`config.mk`:
```
export PLATFORM = sky130hd
export DESIGN_NAME = source_byte_tokenizer
export DESIGN_NICKNAME = d
export VERILOG_FILES = /design/src/design/stb_pkg.sv /design/src/design/stb_scan.sv /design/src/design/stb_queue.sv /design/src/design/stb_drain.sv /design/src/design/source_byte_tokenizer.sv
export VERILOG_INCLUDE_DIRS = /design/src /design/src/design
export SDC_FILE = /design/constraint.sdc
export NUM_CORES = 1
export LEC_CHECK = 0
export BUFFER_PORTS_ARGS = -buffer_cell sky130_fd_sc_hd__buf_2
export CORE_MARGIN = 2
export CORE_UTILIZATION = 45
export DETAILED_ROUTE_END_ITERATION = 8
export PLACE_DENSITY = 0.75
export SLEW_MARGIN = 20
export SYNTH_ARGS = -nofsm -noshare
export SYNTH_HDL_FRONTEND = slang
export SYNTH_SLANG_ARGS = --single-unit
```
`constraint.sdc`:
```
create_clock -name i_clk -period 6.3 [get_ports i_clk]
set_input_delay 0.63 -clock i_clk [delete_from_list [all_inputs] [get_ports i_clk]]
set_output_delay 0.63 -clock i_clk [all_outputs]
set_load 0.005 [all_outputs]
```
`src/design/assert_macros.svh`:
```
// Assertion macros shared by the tokenizer modules.
`ifndef ASSERT_MACROS_SVH
`define ASSERT_MACROS_SVH
`ifndef SYNTH
// Antecedent implies consequent in the same cycle.
`define ASSERT_IMP(lbl, clk, rst_n, ante, cons) \
    lbl: assert property (@(posedge clk) disable iff (!rst_n) (ante) |-> (cons)) \
        else $error("assertion failed");
// Antecedent implies consequent in the next cycle.
`define ASSERT_NXT(lbl, clk, rst_n, ante, cons) \
    lbl: assert property (@(posedge clk) disable iff (!rst_n) (ante) |=> (cons)) \
        else $error("assertion failed");
`else
`define ASSERT_IMP(lbl, clk, rst_n, ante, cons)
`define ASSERT_NXT(lbl, clk, rst_n, ante, cons)
`endif
`endif

```
`src/design/stb_pkg.sv`:
```
// Shared types and constants of the source byte tokenizer.
package stb_pkg;

    localparam int POSITION_BITS_DEF = 16;
    localparam int QPTR_BITS = 2;

    typedef struct packed {
        logic [7:0] char_byte;
        logic       end_of_input;
    } t_in_req;

    typedef struct packed {
        logic [2:0]  token_kind;
        logic [15:0] start_line;
        logic [15:0] start_column;
        logic [15:0] token_length;
        logic [7:0]  first_char;
        logic        last_of_run;
    } t_out_req;

    // Up to two records caused by one input byte.
    typedef struct packed {
        logic [1:0] cnt;
        t_out_req   rec0;
        t_out_req   rec1;
    } t_pair;

    typedef struct packed {
        logic push;
        logic pop;
    } t_q_ctl;

    typedef struct packed {
        logic full;
        logic empty;
    } t_q_stat;

endpackage

```
`src/design/stb_scan.sv`:
```
// Front end: accepts bytes, classifies them and builds token records.
module stb_scan #(
    parameter int POSITION_BITS = stb_pkg::POSITION_BITS_DEF
) (
    input  logic             i_clk,
    input  logic             i_rst_n,
    input  logic             i_take,
    input  stb_pkg::t_in_req i_req,
    output stb_pkg::t_pair   o_pair,
    output logic             o_push
);

    localparam logic [7:0] CH_NEWLINE    = 8'h0A;
    localparam logic [7:0] CH_HASH       = 8'h23;
    localparam logic [7:0] CH_QUOTE      = 8'h22;
    localparam logic [7:0] CH_SPACE      = 8'h20;
    localparam logic [7:0] CH_EQUAL      = 8'h3D;
    localparam logic [7:0] CH_PLUS       = 8'h2B;
    localparam logic [7:0] CH_MINUS      = 8'h2D;
    localparam logic [7:0] DIGIT_LO      = 8'h30;
    localparam logic [7:0] DIGIT_HI      = 8'h39;
    localparam logic [7:0] UPPER_LO      = 8'h41;
    localparam logic [7:0] UPPER_HI      = 8'h5A;
    localparam logic [7:0] LOWER_LO      = 8'h61;
    localparam logic [7:0] LOWER_HI      = 8'h7A;
    localparam logic [7:0] CH_UNDERSCORE = 8'h5F;

    localparam logic [2:0] KIND_NEWLINE  = 3'd0;
    localparam logic [2:0] KIND_COMMENT  = 3'd1;
    localparam logic [2:0] KIND_SPACE    = 3'd2;
    localparam logic [2:0] KIND_OPERATOR = 3'd3;
    localparam logic [2:0] KIND_STRING   = 3'd4;
    localparam logic [2:0] KIND_NUMBER   = 3'd5;
    localparam logic [2:0] KIND_IDENT    = 3'd6;
    localparam logic [2:0] KIND_ERROR    = 3'd7;

    localparam logic [POSITION_BITS-1:0] POS_ONE = POSITION_BITS'(1);

    typedef enum logic [2:0] {
        MODE_IDLE,
        MODE_COMMENT,
        MODE_STRING,
        MODE_NUMBER,
        MODE_IDENT,
        MODE_SKIP
    } t_mode;

    t_mode                    r_mode, n_mode;
    logic [POSITION_BITS-1:0] r_line, n_line;
    logic [POSITION_BITS-1:0] r_col, n_col;
    logic [POSITION_BITS-1:0] r_pline, n_pline;
    logic [POSITION_BITS-1:0] r_pcol, n_pcol;
    logic [15:0]              r_plen, n_plen;
    logic [7:0]               r_pfc, n_pfc;

    stb_pkg::t_pair pair;
    logic           do_idle;
    logic           is_digit;
    logic           is_alpha;
    logic [7:0]     c;

    function automatic logic [POSITION_BITS-1:0] pos_inc(input logic [POSITION_BITS-1:0] v);
        return (&v) ? v : v + POS_ONE;
    endfunction

    function automatic logic [15:0] len_inc(input logic [15:0] v);
        return (&v) ? v : v + 16'd1;
    endfunction

    function automatic stb_pkg::t_out_req mk_rec(
        input logic [2:0]               kind,
        input logic [POSITION_BITS-1:0] line,
        input logic [POSITION_BITS-1:0] col,
        input logic [15:0]              len,
        input logic [7:0]               fc
    );
        stb_pkg::t_out_req r;
        r.token_kind   = kind;
        r.start_line   = 16'(line);
        r.start_column = 16'(col);
        r.token_length = len;
        r.first_char   = fc;
        r.last_of_run  = 1'b0;
        return r;
    endfunction

    // Append a record; a third one in the same byte is dropped.
    function automatic stb_pkg::t_pair push_rec(
        input stb_pkg::t_pair   p,
        input stb_pkg::t_out_req r
    );
        stb_pkg::t_pair q;
        q = p;
        case (p.cnt)
            2'd0: begin
                q.rec0 = r;
                q.cnt  = 2'd1;
            end
            2'd1: begin
                q.rec1 = r;
                q.cnt  = 2'd2;
            end
            default: q = p;
        endcase
        return q;
    endfunction

    assign c        = i_req.char_byte;
    assign is_digit = c inside {[DIGIT_LO:DIGIT_HI]};
    assign is_alpha = (c inside {[UPPER_LO:UPPER_HI], [LOWER_LO:LOWER_HI]}) ||
                      (c == CH_UNDERSCORE);

    // Work out next scan state and the records for this byte.
    always_comb begin
        n_mode  = r_mode;
        n_line  = r_line;
        n_col   = r_col;
        n_pline = r_pline;
        n_pcol  = r_pcol;
        n_plen  = r_plen;
        n_pfc   = r_pfc;
        pair    = '0;
        do_idle = 1'b0;

        // Continue a pending token
        case (r_mode)
            MODE_COMMENT: begin
                if (c == CH_NEWLINE) begin
                    pair    = push_rec(pair, mk_rec(KIND_COMMENT, r_pline, r_pcol,
                                                    r_plen, r_pfc));
                    do_idle = 1'b1;
                end else begin
                    n_col = pos_inc(r_col);
                end
            end
            MODE_STRING: begin
                n_plen = len_inc(r_plen);
                if (c == CH_QUOTE) begin
                    pair   = push_rec(pair, mk_rec(KIND_STRING, r_pline, r_pcol,
                                                   n_plen, r_pfc));
                    n_mode = MODE_IDLE;
                    n_col  = pos_inc(r_col);
                end else if (c == CH_NEWLINE) begin
                    n_line = pos_inc(r_line);
                    n_col  = POS_ONE;
                end else begin
                    n_col = pos_inc(r_col);
                end
            end
            MODE_NUMBER: begin
                if (is_digit) begin
                    n_plen = len_inc(r_plen);
                    n_col  = pos_inc(r_col);
                end else begin
                    pair    = push_rec(pair, mk_rec(KIND_NUMBER, r_pline, r_pcol,
                                                    r_plen, r_pfc));
                    do_idle = 1'b1;
                end
            end
            MODE_IDENT: begin
                if (is_digit || is_alpha) begin
                    n_plen = len_inc(r_plen);
                    n_col  = pos_inc(r_col);
                end else begin
                    pair    = push_rec(pair, mk_rec(KIND_IDENT, r_pline, r_pcol,
                                                    r_plen, r_pfc));
                    do_idle = 1'b1;
                end
            end
            MODE_SKIP: begin
                n_mode = MODE_SKIP;
            end
            default: begin
                do_idle = 1'b1;
            end
        endcase

        // Start a new token from idle
        if (do_idle) begin
            n_mode = MODE_IDLE;
            case (c)
                CH_NEWLINE: begin
                    pair   = push_rec(pair, mk_rec(KIND_NEWLINE, r_line, r_col, 16'd0, c));
                    n_line = pos_inc(r_line);
                    n_col  = POS_ONE;
                end
                CH_HASH: begin
                    n_mode  = MODE_COMMENT;
                    n_pline = r_line;
                    n_pcol  = r_col;
                    n_plen  = 16'd0;
                    n_pfc   = c;
                    n_col   = pos_inc(r_col);
                end
                CH_SPACE: begin
                    pair  = push_rec(pair, mk_rec(KIND_SPACE, r_line, r_col, 16'd0, c));
                    n_col = pos_inc(r_col);
                end
                CH_EQUAL, CH_PLUS, CH_MINUS: begin
                    pair  = push_rec(pair, mk_rec(KIND_OPERATOR, r_line, r_col, 16'd1, c));
                    n_col = pos_inc(r_col);
                end
                CH_QUOTE: begin
                    n_mode  = MODE_STRING;
                    n_pline = r_line;
                    n_pcol  = r_col;
                    n_plen  = 16'd1;
                    n_pfc   = c;
                    n_col   = pos_inc(r_col);
                end
                default: begin
                    if (is_digit || is_alpha) begin
                        n_mode  = is_digit ? MODE_NUMBER : MODE_IDENT;
                        n_pline = r_line;
                        n_pcol  = r_col;
                        n_plen  = 16'd1;
                        n_pfc   = c;
                        n_col   = pos_inc(r_col);
                    end else begin
                        pair   = push_rec(pair, mk_rec(KIND_ERROR, r_line, r_col,
                                                       16'd0, c));
                        n_col  = pos_inc(r_col);
                        n_mode = MODE_SKIP;
                    end
                end
            endcase
        end

        // Flush the pending token at end of input and rewind position
        if (i_req.end_of_input) begin
            case (n_mode)
                MODE_COMMENT: pair = push_rec(pair, mk_rec(KIND_COMMENT, n_pline, n_pcol,
                                                           n_plen, n_pfc));
                MODE_NUMBER:  pair = push_rec(pair, mk_rec(KIND_NUMBER, n_pline, n_pcol,
                                                           n_plen, n_pfc));
                MODE_IDENT:   pair = push_rec(pair, mk_rec(KIND_IDENT, n_pline, n_pcol,
                                                           n_plen, n_pfc));
                MODE_STRING:  pair = push_rec(pair, mk_rec(KIND_ERROR, n_pline, n_pcol,
                                                           n_plen, n_pfc));
                default:      pair = pair;
            endcase
            n_mode = MODE_IDLE;
            n_line = POS_ONE;
            n_col  = POS_ONE;
        end

        // Mark the final record of this byte
        case (pair.cnt)
            2'd1:    pair.rec0.last_of_run = 1'b1;
            2'd2:    pair.rec1.last_of_run = 1'b1;
            default: pair = pair;
        endcase
    end

    assign o_pair = pair;
    assign o_push = i_take && (pair.cnt != 2'd0);

    // Hold scan state; advance on each accepted byte
    always_ff @(posedge i_clk) begin
        if (!i_rst_n) begin
            r_mode  <= MODE_IDLE;
            r_line  <= POS_ONE;
            r_col   <= POS_ONE;
            r_pline <= POS_ONE;
            r_pcol  <= POS_ONE;
            r_plen  <= 16'd0;
            r_pfc   <= 8'd0;
        end else if (i_take) begin
            r_mode  <= n_mode;
            r_line  <= n_line;
            r_col   <= n_col;
            r_pline <= n_pline;
            r_pcol  <= n_pcol;
            r_plen  <= n_plen;
            r_pfc   <= n_pfc;
        end
    end

endmodule

```
`src/design/stb_queue.sv`:
```
// Short queue of record pairs between the scanner and the output stage.
`include "assert_macros.svh"
module stb_queue (
    input  logic              i_clk,
    input  logic              i_rst_n,
    input  stb_pkg::t_q_ctl   i_ctl,
    input  stb_pkg::t_pair    i_pair,
    output stb_pkg::t_pair    o_head,
    output stb_pkg::t_q_stat  o_stat
);

    localparam int PTR_BITS = stb_pkg::QPTR_BITS;
    localparam int DEPTH    = 1 << PTR_BITS;
    localparam logic [PTR_BITS:0] CNT_FULL = (PTR_BITS+1)'(DEPTH);

    stb_pkg::t_pair      r_mem [DEPTH];
    logic [PTR_BITS-1:0] r_wr;
    logic [PTR_BITS-1:0] r_rd;
    logic [PTR_BITS:0]   r_count;

    assign o_head       = r_mem[r_rd];
    assign o_stat.full  = (r_count == CNT_FULL);
    assign o_stat.empty = (r_count == '0);

    // Store a pushed pair
    always_ff @(posedge i_clk) begin
        if (i_ctl.push) begin
            r_mem[r_wr] <= i_pair;
        end
    end

    // Advance pointers and occupancy
    always_ff @(posedge i_clk) begin
        if (!i_rst_n) begin
            r_wr    <= '0;
            r_rd    <= '0;
            r_count <= '0;
        end else begin
            if (i_ctl.push) begin
                r_wr <= r_wr + PTR_BITS'(1);
            end
            if (i_ctl.pop) begin
                r_rd <= r_rd + PTR_BITS'(1);
            end
            case ({i_ctl.push, i_ctl.pop})
                2'b10:   r_count <= r_count + (PTR_BITS+1)'(1);
                2'b01:   r_count <= r_count - (PTR_BITS+1)'(1);
                default: r_count <= r_count;
            endcase
        end
    end

    `ASSERT_IMP(a_no_overflow, i_clk, i_rst_n, i_ctl.push, !o_stat.full)
    `ASSERT_IMP(a_no_underflow, i_clk, i_rst_n, i_ctl.pop, !o_stat.empty)
    `ASSERT_IMP(a_ptr_gap, i_clk, i_rst_n, 1'b1, (r_wr - r_rd) == r_count[PTR_BITS-1:0])
    `ASSERT_IMP(a_only_pairs, i_clk, i_rst_n, i_ctl.push, i_pair.cnt != 2'd0)

endmodule

```
`src/design/stb_drain.sv`:
```
// Back end: delivers queued record pairs one record per cycle unless stalled.
`include "assert_macros.svh"
module stb_drain (
    input  logic              i_clk,
    input  logic              i_rst_n,
    input  stb_pkg::t_pair    i_head,
    input  stb_pkg::t_q_stat  i_stat,
    output logic              o_pop,
    output logic              o_valid,
    input  logic              i_stall,
    output stb_pkg::t_out_req o_req
);

    stb_pkg::t_pair r_pair;
    logic           r_hold;
    logic           r_sel;
    logic           take;
    logic           done;

    assign take  = r_hold && !i_stall;
    // Current pair is finished (or absent): room for the next one
    assign done  = !r_hold || (take && (r_sel || (r_pair.cnt == 2'd1)));
    assign o_pop = done && !i_stat.empty;

    assign o_valid = r_hold;
    assign o_req   = r_sel ? r_pair.rec1 : r_pair.rec0;

    // Load the next pair or step to its second record
    always_ff @(posedge i_clk) begin
        if (!i_rst_n) begin
            r_hold <= 1'b0;
            r_sel  <= 1'b0;
        end else if (done) begin
            r_hold <= !i_stat.empty;
            r_sel  <= 1'b0;
        end else if (take) begin
            r_sel <= 1'b1;
        end
    end

    always_ff @(posedge i_clk) begin
        if (o_pop) begin
            r_pair <= i_head;
        end
    end

    `ASSERT_IMP(a_hold_has_rec, i_clk, i_rst_n, r_hold, r_pair.cnt != 2'd0)
    `ASSERT_IMP(a_sel_on_pair, i_clk, i_rst_n, r_sel, r_hold && (r_pair.cnt == 2'd2))
    `ASSERT_NXT(a_second_follows, i_clk, i_rst_n, take && !r_sel && (r_pair.cnt == 2'd2), r_hold && r_sel)

endmodule

```
`src/design/source_byte_tokenizer.sv`:
```
// Top level of the source byte tokenizer: scanner, record queue and output stage.
//
// Takes one source byte per cycle unless stalled and emits token records (newline,
// comment, space, operator, string, number, identifier, error) with start line, column,
// length and first byte. A byte that ends one token and forms another yields two
// records, which the output stage delivers in turn, one record per cycle while the
// output is not stalled. A four-entry queue of record pairs sits between the scanner
// and the output stage, and the input stalls only while that queue is full. An
// accepted byte's records pass through that queue into the output stage.
// Line and column are POSITION_BITS wide internally and saturate at their maximum.
module source_byte_tokenizer #(
    parameter int POSITION_BITS = stb_pkg::POSITION_BITS_DEF
) (
    input  logic              i_clk,
    input  logic              i_rst_n,
    input  logic              i_valid,
    output logic              o_stall,
    input  stb_pkg::t_in_req  i_req,
    output logic              o_valid,
    input  logic              i_stall,
    output stb_pkg::t_out_req o_req
);

    stb_pkg::t_pair   scan_pair;
    stb_pkg::t_pair   q_head;
    stb_pkg::t_q_ctl  q_ctl;
    stb_pkg::t_q_stat q_stat;
    logic             take;
    logic             push;
    logic             pop;

    // Accept a request whenever the queue has room
    assign o_stall = q_stat.full;
    assign take    = i_valid && !q_stat.full;

    assign q_ctl.push = push;
    assign q_ctl.pop  = pop;

    stb_scan #(
        .POSITION_BITS(POSITION_BITS)
    ) u_scan (
        .i_clk   (i_clk),
        .i_rst_n (i_rst_n),
        .i_take  (take),
        .i_req   (i_req),
        .o_pair  (scan_pair),
        .o_push  (push)
    );

    stb_queue u_queue (
        .i_clk   (i_clk),
        .i_rst_n (i_rst_n),
        .i_ctl   (q_ctl),
        .i_pair  (scan_pair),
        .o_head  (q_head),
        .o_stat  (q_stat)
    );

    stb_drain u_drain (
        .i_clk   (i_clk),
        .i_rst_n (i_rst_n),
        .i_head  (q_head),
        .i_stat  (q_stat),
        .o_pop   (pop),
        .o_valid (o_valid),
        .i_stall (i_stall),
        .o_req   (o_req)
    );

endmodule

```
==> impl_summary.txt, run 1 <==
----------------------------------------------------
[Outcome]
  Run status ... finished clean

[Pwr]
  PnR Total Power ... 13.2 mW
  Clock power frac ... 0.319
  Switching pwr ... 3.43 mW
  Part of the power in registers ... 0.485
  Relative contribution of combinational cells to total power ... 0.196
  Leakage power of the design ... 10.7 nW
  Power density over the cells ... 407 nW/um^2
  Cell-internal power ... 9.82 mW
  Max rail drop VDD ... 0.000428 V
  Switching part of the total power ... 0.259

[Setup path]
  Cell breakdown of the critical path ... buf_2 > nor3b_2 > nand3_1 > o21ai_1 > o2bb2ai_1 > nand2b_1 > ha_1 > or4b_1 > nand4_1 > ha_1 > nand2_1 > o21bai_2 > nor2_4 > buf_4 > a22o_1
  Top delay family on crit path ... simple AND/OR/NAND/NOR gates
  Setup slack, reg-to-reg ... 1.36 ns
  Element type at the critical path end ... flip-flop
  Cell depth of the worst flop-to-flop path ... 12
  Critical-path cell with the highest stage delay ... sky130_fd_sc_hd__buf_4
  Data arrival time of the critical path ... 5.51 ns
  Kind of start point of the critical path ... input pin
  CP dominant cell by count ... sky130_fd_sc_hd__ha_1
  Largest fanout on the critical path ... 34
  Worst path buffer plus inverter count ... 2
  Crit path depth ... 15
  Required time reported for the critical path endpoint ... 6.73 ns
  Terminus of the critical flop-to-flop path ... u_queue.r_mem[2][55]$_DFFE_PP_
  R2r startpoint ... u_scan.r_mode[1]$_SDFFE_PN0P_
  Category of the most critical setup path ... input pin to flip-flop
  Maximum single-stage delay on the critical path ... 0.58 ns

[Yosys]
  Area of the mapped netlist ... 28800 sq um
  Post-synthesis compound-gate area fraction ... 0.0709
  Sequential area share after synthesis ... 0.705
  Flops & latches, synth ... 710
  Async S/R FF share, synth ... 0
  Top-area cell type share of the netlist area ... 0.635
  Main combinational cell family by area after synthesis ... multiplexers
  Basic-gate share of the synthesized area counting and, or, nand and nor cells ... 0.0637
  Post-synthesis mux area share ... 0.124
  Largest cells by area after synthesis ... sky130_fd_sc_hd__edfxtp_1 (64%), sky130_fd_sc_hd__mux4_2 (9.5%), sky130_fd_sc_hd__dfxtp_1 (6.9%)
  Xor and xnor area share after synthesis ... 0.0106
  Post-Syn Instances ... 1758
  Most instantiated flip-flop cell in the synthesis netlist ... sky130_fd_sc_hd__edfxtp_1
  Synth Area in Adders ... 0.00547
  Synthesized area divided by synthesized cell count ... 16.4 sq um
  Number of synthesized flops with an enable pin ... 610
  Total number of yosys warnings ... 0
  Number of distinct library cells after synthesis ... 77
  Synth area leader ... sky130_fd_sc_hd__edfxtp_1
  Nets in the synthesized netlist ... 1783

[Detailed routing]
  Antenna violation net count after detailed routing ... 0
  Routed via count ... 15846
  Number of remaining DRC errors ... 0
  Vias per cell ... 5.83
  Average wire per standard cell ... 22.3 microns
  Initial drt markers ... 1256
  Total wire length ... 60.5 mm
  DR pass1 iterations ... 5

[STA]
  Max transition margin ... 0.230
  Final period demand of the worst path ... 5.08 ns
  RSZ-0062 raised after global routing ... false
  Clock Skews ... 0.0267 ns
  Max Clk Rate ... 197 MHz
  Total negative slack for setup checks ... 0 ns
  Number of max-slew violations in the final report ... 0
  Final critical-path share of the clock period ... 0.806
  Final count of negative-setup-slack endpoints ... 0
  Final Hold Viols ... 0
  Worst Max-Slew Pin Slew ... 1.15 ns

[Layout]
  Most common cell after layout, fill and taps aside ... sky130_fd_sc_hd__edfxtp_1
  Area taken by flip-flops and latches ... 20300 sq um
  Number of fillers in the final layout ... 4992
  Area taken by multi-input logic gates ... 7970 sq um
  Area Overhead vs Synth ... 12.8%
  Highest-count cells in the layout ignoring fill and taps ... sky130_fd_sc_hd__edfxtp_1 (610), sky130_fd_sc_hd__nand2_1 (148), sky130_fd_sc_hd__mux4_2 (122)
  N_diodes ... 0
  Fraction of layout instances using a drive strength above 1 ... 0.224
  Nets ... 1840

[Hold path]
  Hold EP ... u_scan.r_pfc[5]$_SDFFE_PN0P_
  Path type of the worst min-delay path ... input pin to flip-flop
  Number of instances on the worst hold path ... 3
  Origin of the worst min-delay path ... i_req[6]

[Global routing]
  Gr ovfl total ... 0
  Global router's overall resource usage ... 0.184
  Number of antenna violations at the first check in global routing ... 1
  Pin count of the biggest net entering global routing ... 125
  Via count of the first global-routing pass ... 16366
  First-pass GRT wire length ... 94.6 mm

[CTS]
  Clock transition at path regs ... 0.06 ns
  TritonCTS Buffers ... 70
  Total setup buffers inserted after CTS ... 0
  Root buf cell ... sky130_fd_sc_hd__clkbuf_16
  CTS-repair resized insts ... 0
  Clk Latency, worst-skew pair ... 0.61 ns
  # clock sinks ... 710
  CTS tree ... yes
  Bufs on Longest Clock Path ... 3
  CTS Hold Bufs ... 0
  H-tree lvl count ... 3

[Placement]
  Detailed Place HPWL ... 35.1 mm
  RD Place Congestion ... 0.866
  Number of I/O port buffers ... 74

[Floorplan]
  Number of top-level pins ... 75
  Die extent in x ... 257 microns
  Effective utilization at floorplan ... 0.456
  Die area ... 66100 sq um
  Die height ... 257 microns
  Standard-cell row count ... 92
  Core region area ... 63200 sq um

[Run]
  Max Cap Viol ... 0

----------------------------------------------------
==> layout make-up <==
class	instances	area share
Multi-Input combinational cell	908	0.245
Inverter	21	0.00242
Tap cell	846	0.0325
Clock inverter	30	0.0105
Clock buffer	98	0.0619
Sequential cell	710	0.625
Timing Repair Buffer	104	0.0225
==> through the flow <==
step / hold WS [ns] / setup slack (ns) / area [sq um] / util / std cells
finish: 0.346 / 1.22 / 32500 / 0.515 / 2717
global route: 0.351 / 0.877 / 32500 / 0.515 / 2717
CTS: 0.325 / 1.34 / 32500 / 0.515 / 2717
detailed placement: 0.478 / 0.731 / 30200 / 0.477 / 2589
global placement: 0.471 / 0.922 / 30200 / 0.477 / 2589
floorplan: 0.457 / 0.666 / 28800 / - / 1758
==> synth_stat cells (13+ instances only) <==
cell / n
sky130_fd_sc_hd__buf_1: 14
sky130_fd_sc_hd__dfxtp_1: 100
sky130_fd_sc_hd__inv_1: 20
sky130_fd_sc_hd__and2_1: 17
sky130_fd_sc_hd__nor2_1: 74
sky130_fd_sc_hd__xnor2_1: 23
sky130_fd_sc_hd__a22o_1: 79
sky130_fd_sc_hd__buf_2: 14
sky130_fd_sc_hd__nand2_1: 148
sky130_fd_sc_hd__a21boi_0: 43
sky130_fd_sc_hd__nor2b_1: 13
sky130_fd_sc_hd__edfxtp_1: 610
sky130_fd_sc_hd__nand3_1: 44
sky130_fd_sc_hd__mux4_2: 122
sky130_fd_sc_hd__nor3_1: 19
sky130_fd_sc_hd__mux2_2: 64
sky130_fd_sc_hd__clkbuf_1: 82
sky130_fd_sc_hd__o21ai_0: 40
sky130_fd_sc_hd__a21oi_1: 37
==> logic make-up (layout without fill, tap and decap cells) <==
group / after synthesis / count (layout)
flops: 710 / 710
simple gates: 383 / 383
compound gates: 281 / 281
mux: 197 / 197
buf+inv: 140 / 253
xor+xnor: 35 / 35
fa+ha+maj: 12 / 12
==> worst max path at each step <==
stage	start	end
after floorplan	i_stall	u_queue.r_count[2]$_SDFFE_PN0P_
after global placement	i_req[6]	u_queue.r_count[2]$_SDFFE_PN0P_
after detailed placement	i_req[6]	u_queue.r_count[2]$_SDFFE_PN0P_
after CTS	i_req[6]	u_queue.r_mem[0][32]$_DFFE_PP_
after global routing	i_req[6]	u_queue.r_count[2]$_SDFFE_PN0P_
final	i_req[6]	u_queue.r_mem[2][55]$_DFFE_PP_
==> power by group through the flow <==
stage | registers, mW | logic (mW) | clock network, mW
floorplan | 6.44 | 1.80 | 0
global placement | 6.49 | 2.61 | 0
detailed placement | 6.54 | 2.66 | 0
CTS | 6.44 | 2.67 | 4.31
global route | 6.50 | 2.82 | 4.48
finish | 6.43 | 2.59 | 4.22
==> layer usage <==
metal,part of all wire,vias up,GRT usage
met1,0.41,8210,0.238
met3,0.061,89,0.0321
met5,0.00013,-,0
li1,-,7022,-
met2,0.51,523,0.317
met4,0.020,2,0.0578
==> worst reg2reg max path: stages (launching register included) <==
cell,delay (ns)
sky130_fd_sc_hd__dfxtp_1,0.59
sky130_fd_sc_hd__clkinv_1,0.37
sky130_fd_sc_hd__mux2_2,0.43
sky130_fd_sc_hd__a311oi_2,0.32
sky130_fd_sc_hd__nor2b_1,0.55
sky130_fd_sc_hd__nor2_1,0.14
sky130_fd_sc_hd__a22oi_1,0.29
sky130_fd_sc_hd__ha_1,0.24
sky130_fd_sc_hd__nand2_1,0.08
sky130_fd_sc_hd__o21bai_2,0.45
sky130_fd_sc_hd__nor2_4,0.35
sky130_fd_sc_hd__buf_4,0.58
sky130_fd_sc_hd__a22o_1,0.36
==> state kept, by name, summed over array words and instances (netlist names) <==
register and cells:
u_scan.r_pcol 16, u_queue.r_mem 488, u_drain.o_valid 1, u_queue.r_wr 2, u_scan.r_pfc 8, u_scan.r_plen 16
u_drain.r_pair 122, u_scan.r_mode 3, u_scan.r_line 16, u_queue.r_rd 2, u_scan.r_pline 16, u_drain.r_sel 1
u_scan.r_col 16, u_queue.r_count 3
No activity file was read; power rests on OpenSTA's default activity.
==> inputs of run 2 (changes only) <==
PLACE_DENSITY = 0.73   (was 0.75)
clock period = 4.91 ns   (was 6.3 ns; I/O delays follow)
==> run 2 against run 1 <==
Net effect:
- clock power is 33% higher
- total power is 30% higher
- die area stayed put
- global-route usage hardly changed
- largest power group unchanged
==> impl_summary.txt, run 2 (synthesis results as in run 1) <==
----------------------------------------------------
[Setup path]
  Data arrival time of the critical path ... 4.93 ns
  Kind of start point of the critical path ... flip-flop
  Required time reported for the critical path endpoint ... 5.45 ns
  Element type at the critical path end ... flip-flop
  Largest fanout on the critical path ... 8
  Category of the most critical setup path ... flip-flop to flip-flop

[Detailed routing]
  Average wire per standard cell ... 21.9 microns
  Antenna violation net count after detailed routing ... 0
  Number of remaining DRC errors ... 0
  Initial drt markers ... 1253
  Vias per cell ... 5.72
  Total wire length ... 59.9 mm
  Routed via count ... 15679
  DR pass1 iterations ... 7

[STA]
  Worst Max-Slew Pin Slew ... 1.11 ns
  Final count of negative-setup-slack endpoints ... 0
  Max transition margin ... 0.261
  Final Hold Viols ... 0
  Total negative slack for setup checks ... 0 ns
  Final critical-path share of the clock period ... 0.894
  RSZ-0062 raised after global routing ... false
  Final period demand of the worst path ... 4.39 ns
  Max Clk Rate ... 228 MHz
  Number of max-slew violations in the final report ... 0
  Clock Skews ... 0.0289 ns

[Pwr]
  Max rail drop VDD ... 0.000471 V
  Power density over the cells ... 523 nW/um^2
  Leakage power of the design ... 10.8 nW

[Layout]
  Max reg flops ... 488
  Leading registers by flop count ... u_queue.r_mem: 488 flops, u_drain.r_pair: 122 flops
  N_diodes ... 0
  Finished Core Util ... 0.519
  Number of fillers in the final layout ... 5016
  Post-layout instance count excluding filler cells ... 2739
  Fraction of layout instances using a drive strength above 1 ... 0.231
  Most common cell after layout, fill and taps aside ... sky130_fd_sc_hd__edfxtp_1
  Highest-count cells in the layout ignoring fill and taps ... sky130_fd_sc_hd__edfxtp_1 (610), sky130_fd_sc_hd__nand2_1 (148), sky130_fd_sc_hd__mux4_2 (122)
  Nets ... 1860
  Area Overhead vs Synth ... 13.8%
  Reg with most FFs ... u_queue.r_mem

[Floorplan]
  Standard-cell row count ... 92
  Die extent in x ... 257 microns
  Core region area ... 63200 sq um
  Die height ... 257 microns
  Number of top-level pins ... 75
  Effective utilization at floorplan ... 0.456
  Die area ... 66100 sq um

[CTS]
  Clk Latency, worst-skew pair ... 0.63 ns
  CTS Hold Bufs ... 0
  CTS tree ... yes
  Total setup buffers inserted after CTS ... 0
  H-tree lvl count ... 3
  CTS-repair resized insts ... 0
  Bufs on Longest Clock Path ... 3
  TritonCTS Buffers ... 72
  Root buf cell ... sky130_fd_sc_hd__clkbuf_16
  # clock sinks ... 710
  Clock transition at path regs ... 0.06 ns

[Placement]
  Number of I/O port buffers ... 74
  Detailed Place HPWL ... 35.5 mm
  Number of instances in the placed design ... 2607
  RD Place Congestion ... 0.864

[Global routing]
  Global router's overall resource usage ... 0.184
  Pin count of the biggest net entering global routing ... 70
  Number of antenna violations at the first check in global routing ... 3
  Gr ovfl total ... 0
  First-pass GRT wire length ... 94.4 mm
  Via count of the first global-routing pass ... 16274

[Run]
  Max Cap Viol ... 0

[Hold path]
  Path type of the worst min-delay path ... input pin to flip-flop

[Outcome]
  Run status ... finished clean

----------------------------------------------------
[run 2: cell count changes in the layout (fill, tap and decap cells not counted), sizes merged]
cell / previous run / this run
clkinv: 22 / 18
clkinvlp: 1 / 4
buf: 104 / 122
inv: 21 / 24
clkbuf: 98 / 97
bufinv: 7 / 10
[run 2: area by class of cell]
cell class              instances  area (sq um)  area share
well taps                     846          1060      0.0322
clock inverters                35           472      0.0144
flip-flops and latches        710         20300       0.619
inverters                      21          78.8     0.00240
clock buffers                  97          1980      0.0602
repair buffers                122           943      0.0287
multi-input cells             908          7970       0.243
[run 2: worst paths after layout]
check                                       from                               to  slack [ns]  cells after the start
hold reg to reg   u_scan.r_pline[3]$_SDFFE_PN0P_   u_scan.r_pline[3]$_SDFFE_PN0P_        0.48                      2
setup reg to reg   u_scan.r_mode[1]$_SDFFE_PN0P_  u_queue.r_count[2]$_SDFFE_PN0P_        0.52                     18
hold / removal                          i_req[7]     u_scan.r_pfc[6]$_SDFFE_PN0P_        0.20                      3
setup / recovery   u_scan.r_mode[1]$_SDFFE_PN0P_  u_queue.r_count[2]$_SDFFE_PN0P_        0.52                     18
[run 2: power breakdown]
group,internal (mW),switching (mW)
Combinational,1.47,1.82
Sequential,7.91,0.366
Clock,3.37,2.23
[run 2: worst max-delay path, cell delays in order, from the launching register on]
cell,delay [ns]
sky130_fd_sc_hd__dfxtp_1,0.34
sky130_fd_sc_hd__clkinv_1,0.23
sky130_fd_sc_hd__mux2_2,0.36
sky130_fd_sc_hd__o2bb2ai_1,0.15
sky130_fd_sc_hd__nand2b_1,0.23
sky130_fd_sc_hd__ha_1,0.33
sky130_fd_sc_hd__or4b_1,0.44
sky130_fd_sc_hd__nand4_1,0.17
sky130_fd_sc_hd__ha_1,0.28
sky130_fd_sc_hd__inv_1,0.07
sky130_fd_sc_hd__a21oi_1,0.06
sky130_fd_sc_hd__mux2_2,0.36
sky130_fd_sc_hd__inv_1,0.08
sky130_fd_sc_hd__ha_1,0.17
sky130_fd_sc_hd__inv_1,0.06
sky130_fd_sc_hd__fa_1,0.37
sky130_fd_sc_hd__xor2_1,0.15
sky130_fd_sc_hd__or3_1,0.30
sky130_fd_sc_hd__a21boi_0,0.17
[run 2: metal layers]
layer	vias up	global-route usage	wire length [microns]
li1	7060	-	-
met4	6	0.0614	1270
met3	90	0.0316	3210
met5	-	0	36
met2	431	0.320	30500
met1	8092	0.235	24900
[run 2: per-stage QoR]
| step | setup WS, ns | hold WS [ns] | cell area [sq um] | power (mW) |
|---|---|---|---|---|
| 2_1_floorplan | -0.347 | 0.457 | 28800 | 10.5 |
| 3_3_place_gp | 0.185 | 0.464 | 30400 | 11.7 |
| 3_5_place_dp | 0.0712 | 0.474 | 30400 | 11.8 |
| 4_1_cts | 0.557 | 0.169 | 32800 | 17.4 |
| 5_1_grt | 0.242 | 0.225 | 32800 | 17.9 |
| 6_report | 0.520 | 0.203 | 32800 | 17.2 |
==> inputs of run 3 (changes only) <==
CELL_PAD_IN_SITES_DETAIL_PLACEMENT = 1   (was unset)
CELL_PAD_IN_SITES_GLOBAL_PLACEMENT = 2   (was unset)
PLACE_DENSITY = 0.88   (was 0.73)
==> run 3 against run 2 <==
Net effect:
- via count grew 1.3%
- sequential cell count is the same
- clock power shrank 3%
- final area shrank 0.29%
==> impl_summary.txt, run 3 (synthesis results as in run 1) <==
----------------------------------------------------
[Placement]
  Number of instances in the placed design ... 2605
  Post-Place Cell Area ... 30300 sq um
  Minimum setup slack after placement ... 0.192 ns
  RD Place Congestion ... 0.868
  Number of I/O port buffers ... 74
  Detailed Place HPWL ... 38.7 mm

[Detailed routing]
  Routed via count ... 15880
  DR pass1 iterations ... 5
  Initial drt markers ... 1067
  Average wire per standard cell ... 24.1 microns
  Total wire length ... 66.0 mm
  Antenna violation net count after detailed routing ... 0
  Vias per cell ... 5.79
  Number of remaining DRC errors ... 0

[Global routing]
  Pin count of the biggest net entering global routing ... 71
  Met3 Resource Use GR ... 0.0355
  Grt met1 use ... 0.265
  Via count of the first global-routing pass ... 17477
  First-pass GRT wire length ... 104 mm
  Busiest layer in global routing ... met2
  Fraction of met2 tracks used by global routing ... 0.351
  Gr ovfl total ... 0
  Global router's overall resource usage ... 0.204
  Number of antenna violations at the first check in global routing ... 1

[Pwr]
  Part of the power in registers ... 0.486
  Switching pwr ... 4.51 mW
  Relative contribution of combinational cells to total power ... 0.197
  Leakage power of the design ... 10.8 nW
  Max rail drop VDD ... 0.000391 V
  Clock power frac ... 0.318
  Cell-internal power ... 12.6 mW
  Switching part of the total power ... 0.264
  Power density over the cells ... 522 nW/um^2

[CTS]
  # clock sinks ... 710
  Bufs on Longest Clock Path ... 3
  CTS Hold Bufs ... 0
  CTS-repair resized insts ... 0
  Clk Latency, worst-skew pair ... 0.62 ns
  CTS tree ... yes
  Clock transition at path regs ... 0.06 ns
  H-tree lvl count ... 3
  Root buf cell ... sky130_fd_sc_hd__clkbuf_16
  TritonCTS Buffers ... 75
  Total setup buffers inserted after CTS ... 0

[Floorplan]
  Die area ... 66100 sq um
  Standard-cell row count ... 92
  Die extent in x ... 257 microns
  Number of top-level pins ... 75
  Core region area ... 63200 sq um
  Die height ... 257 microns
  Effective utilization at floorplan ... 0.456

[Layout]
  Most common cell after layout, fill and taps aside ... sky130_fd_sc_hd__edfxtp_1
  Post-layout instance count excluding filler cells ... 2742
  Leading registers by flop count ... u_queue.r_mem: 488 flops, u_drain.r_pair: 122 flops
  Area taken by multi-input logic gates ... 7980 sq um
  Nets ... 1862
  N_diodes ... 0
  Max reg flops ... 488
  Cell area after layout ... 32700 sq um
  Fraction of layout instances using a drive strength above 1 ... 0.234
  Number of fillers in the final layout ... 5896
  Area Overhead vs Synth ... 13.5%
  Reg with most FFs ... u_queue.r_mem
  Area taken by flip-flops and latches ... 20300 sq um
  Highest-count cells in the layout ignoring fill and taps ... sky130_fd_sc_hd__edfxtp_1 (610), sky130_fd_sc_hd__nand2_1 (148), sky130_fd_sc_hd__mux4_2 (122)

[Setup path]
  Largest fanout on the critical path ... 9
  Category of the most critical setup path ... input pin to flip-flop
  Data arrival time of the critical path ... 4.78 ns
  Element type at the critical path end ... flip-flop
  Required time reported for the critical path endpoint ... 5.45 ns
  Kind of start point of the critical path ... input pin

[STA]
  Final critical-path share of the clock period ... 0.865
  Max transition margin ... 0.293
  RSZ-0062 raised after global routing ... false
  Final period demand of the worst path ... 4.25 ns
  Slack of the critical path ... 0.664 ns
  Max Clk Rate ... 236 MHz
  Final Hold Viols ... 0
  Number of max-slew violations in the final report ... 0
  Worst Max-Slew Pin Slew ... 1.06 ns
  Final-layout worst hold slack ... 0.231 ns
  Clock Skews ... 0.0266 ns
  Final count of negative-setup-slack endpoints ... 0
  Total negative slack for setup checks ... 0 ns

[Hold path]
  Path type of the worst min-delay path ... input pin to flip-flop

[Run]
  Max Cap Viol ... 0

[Outcome]
  Run status ... finished clean

----------------------------------------------------
## run 3: changes by cell type in the layout (fill, tap and decap cells not counted), sizes merged
cell / before / now
bufinv: 10 / 4
clkinvlp: 4 / 3
clkinv: 18 / 25
clkbuf: 97 / 101
buf: 122 / 121
## run 3: critical path, cell delays in order
cell	delay, ns
sky130_fd_sc_hd__buf_2	0.17
sky130_fd_sc_hd__nor3b_1	0.58
sky130_fd_sc_hd__nand3_1	0.29
sky130_fd_sc_hd__or2_2	0.37
sky130_fd_sc_hd__nand2b_1	0.10
sky130_fd_sc_hd__ha_1	0.16
sky130_fd_sc_hd__or4b_1	0.43
sky130_fd_sc_hd__nand4_1	0.16
sky130_fd_sc_hd__ha_1	0.27
sky130_fd_sc_hd__inv_1	0.06
sky130_fd_sc_hd__a21oi_1	0.06
sky130_fd_sc_hd__mux2_2	0.29
sky130_fd_sc_hd__inv_1	0.08
sky130_fd_sc_hd__ha_1	0.19
sky130_fd_sc_hd__inv_1	0.07
sky130_fd_sc_hd__fa_1	0.38
sky130_fd_sc_hd__xor2_1	0.16
sky130_fd_sc_hd__or3_1	0.30
sky130_fd_sc_hd__a21boi_0	0.17
## run 3: through the flow
stage | power [mW] | utilization
final | 17.1 | 0.518
after floorplan | 10.5 | -
after CTS | 17.4 | 0.517
after global placement | 11.7 | 0.480
after detailed placement | 11.9 | 0.480
after global routing | 17.9 | 0.518
## run 3: area by class of cell
cell class | count | area share
multi-input cells | 908 | 0.244
clock inverters | 35 | 0.00883
repair buffers | 121 | 0.0280
clock buffers | 101 | 0.0635
inverters | 21 | 0.00241
well taps | 846 | 0.0323
flip-flops and latches | 710 | 0.621
## run 3: worst paths after layout
| path | from | cells after the start | to | slack, ns |
|---|---|---|---|---|
| worst min-delay path | i_req[7] | 3 | u_scan.r_pfc[6]$_SDFFE_PN0P_ | 0.23 |
| worst max register to register | u_scan.r_mode[1]$_SDFFE_PN0P_ | 19 | u_queue.r_count[2]$_SDFFE_PN0P_ | 0.68 |
| worst min register to register | u_scan.r_pcol[14]$_SDFFE_PN0P_ | 2 | u_scan.r_pcol[14]$_SDFFE_PN0P_ | 0.49 |
| worst max-delay path | i_req[2] | 19 | u_queue.r_count[2]$_SDFFE_PN0P_ | 0.66 |
## run 3: layer usage
| layer | routed length (microns) | part of all wire |
|---|---|---|
| met1 | 28100 | 0.43 |
| met5 | 16 | 0.00024 |
| met4 | 1730 | 0.026 |
| met3 | 2850 | 0.043 |
| met2 | 33300 | 0.50 |
## run 3: power groups by stage
| stage | registers [mW] | clock network, mW | logic, mW |
|---|---|---|---|
| global placement | 8.38 | 0 | 3.32 |
| finish | 8.30 | 5.43 | 3.36 |
| floorplan | 8.22 | 0 | 2.32 |
| CTS | 8.35 | 5.56 | 3.44 |
| detailed placement | 8.47 | 0 | 3.42 |
| global route | 8.41 | 5.78 | 3.67 |
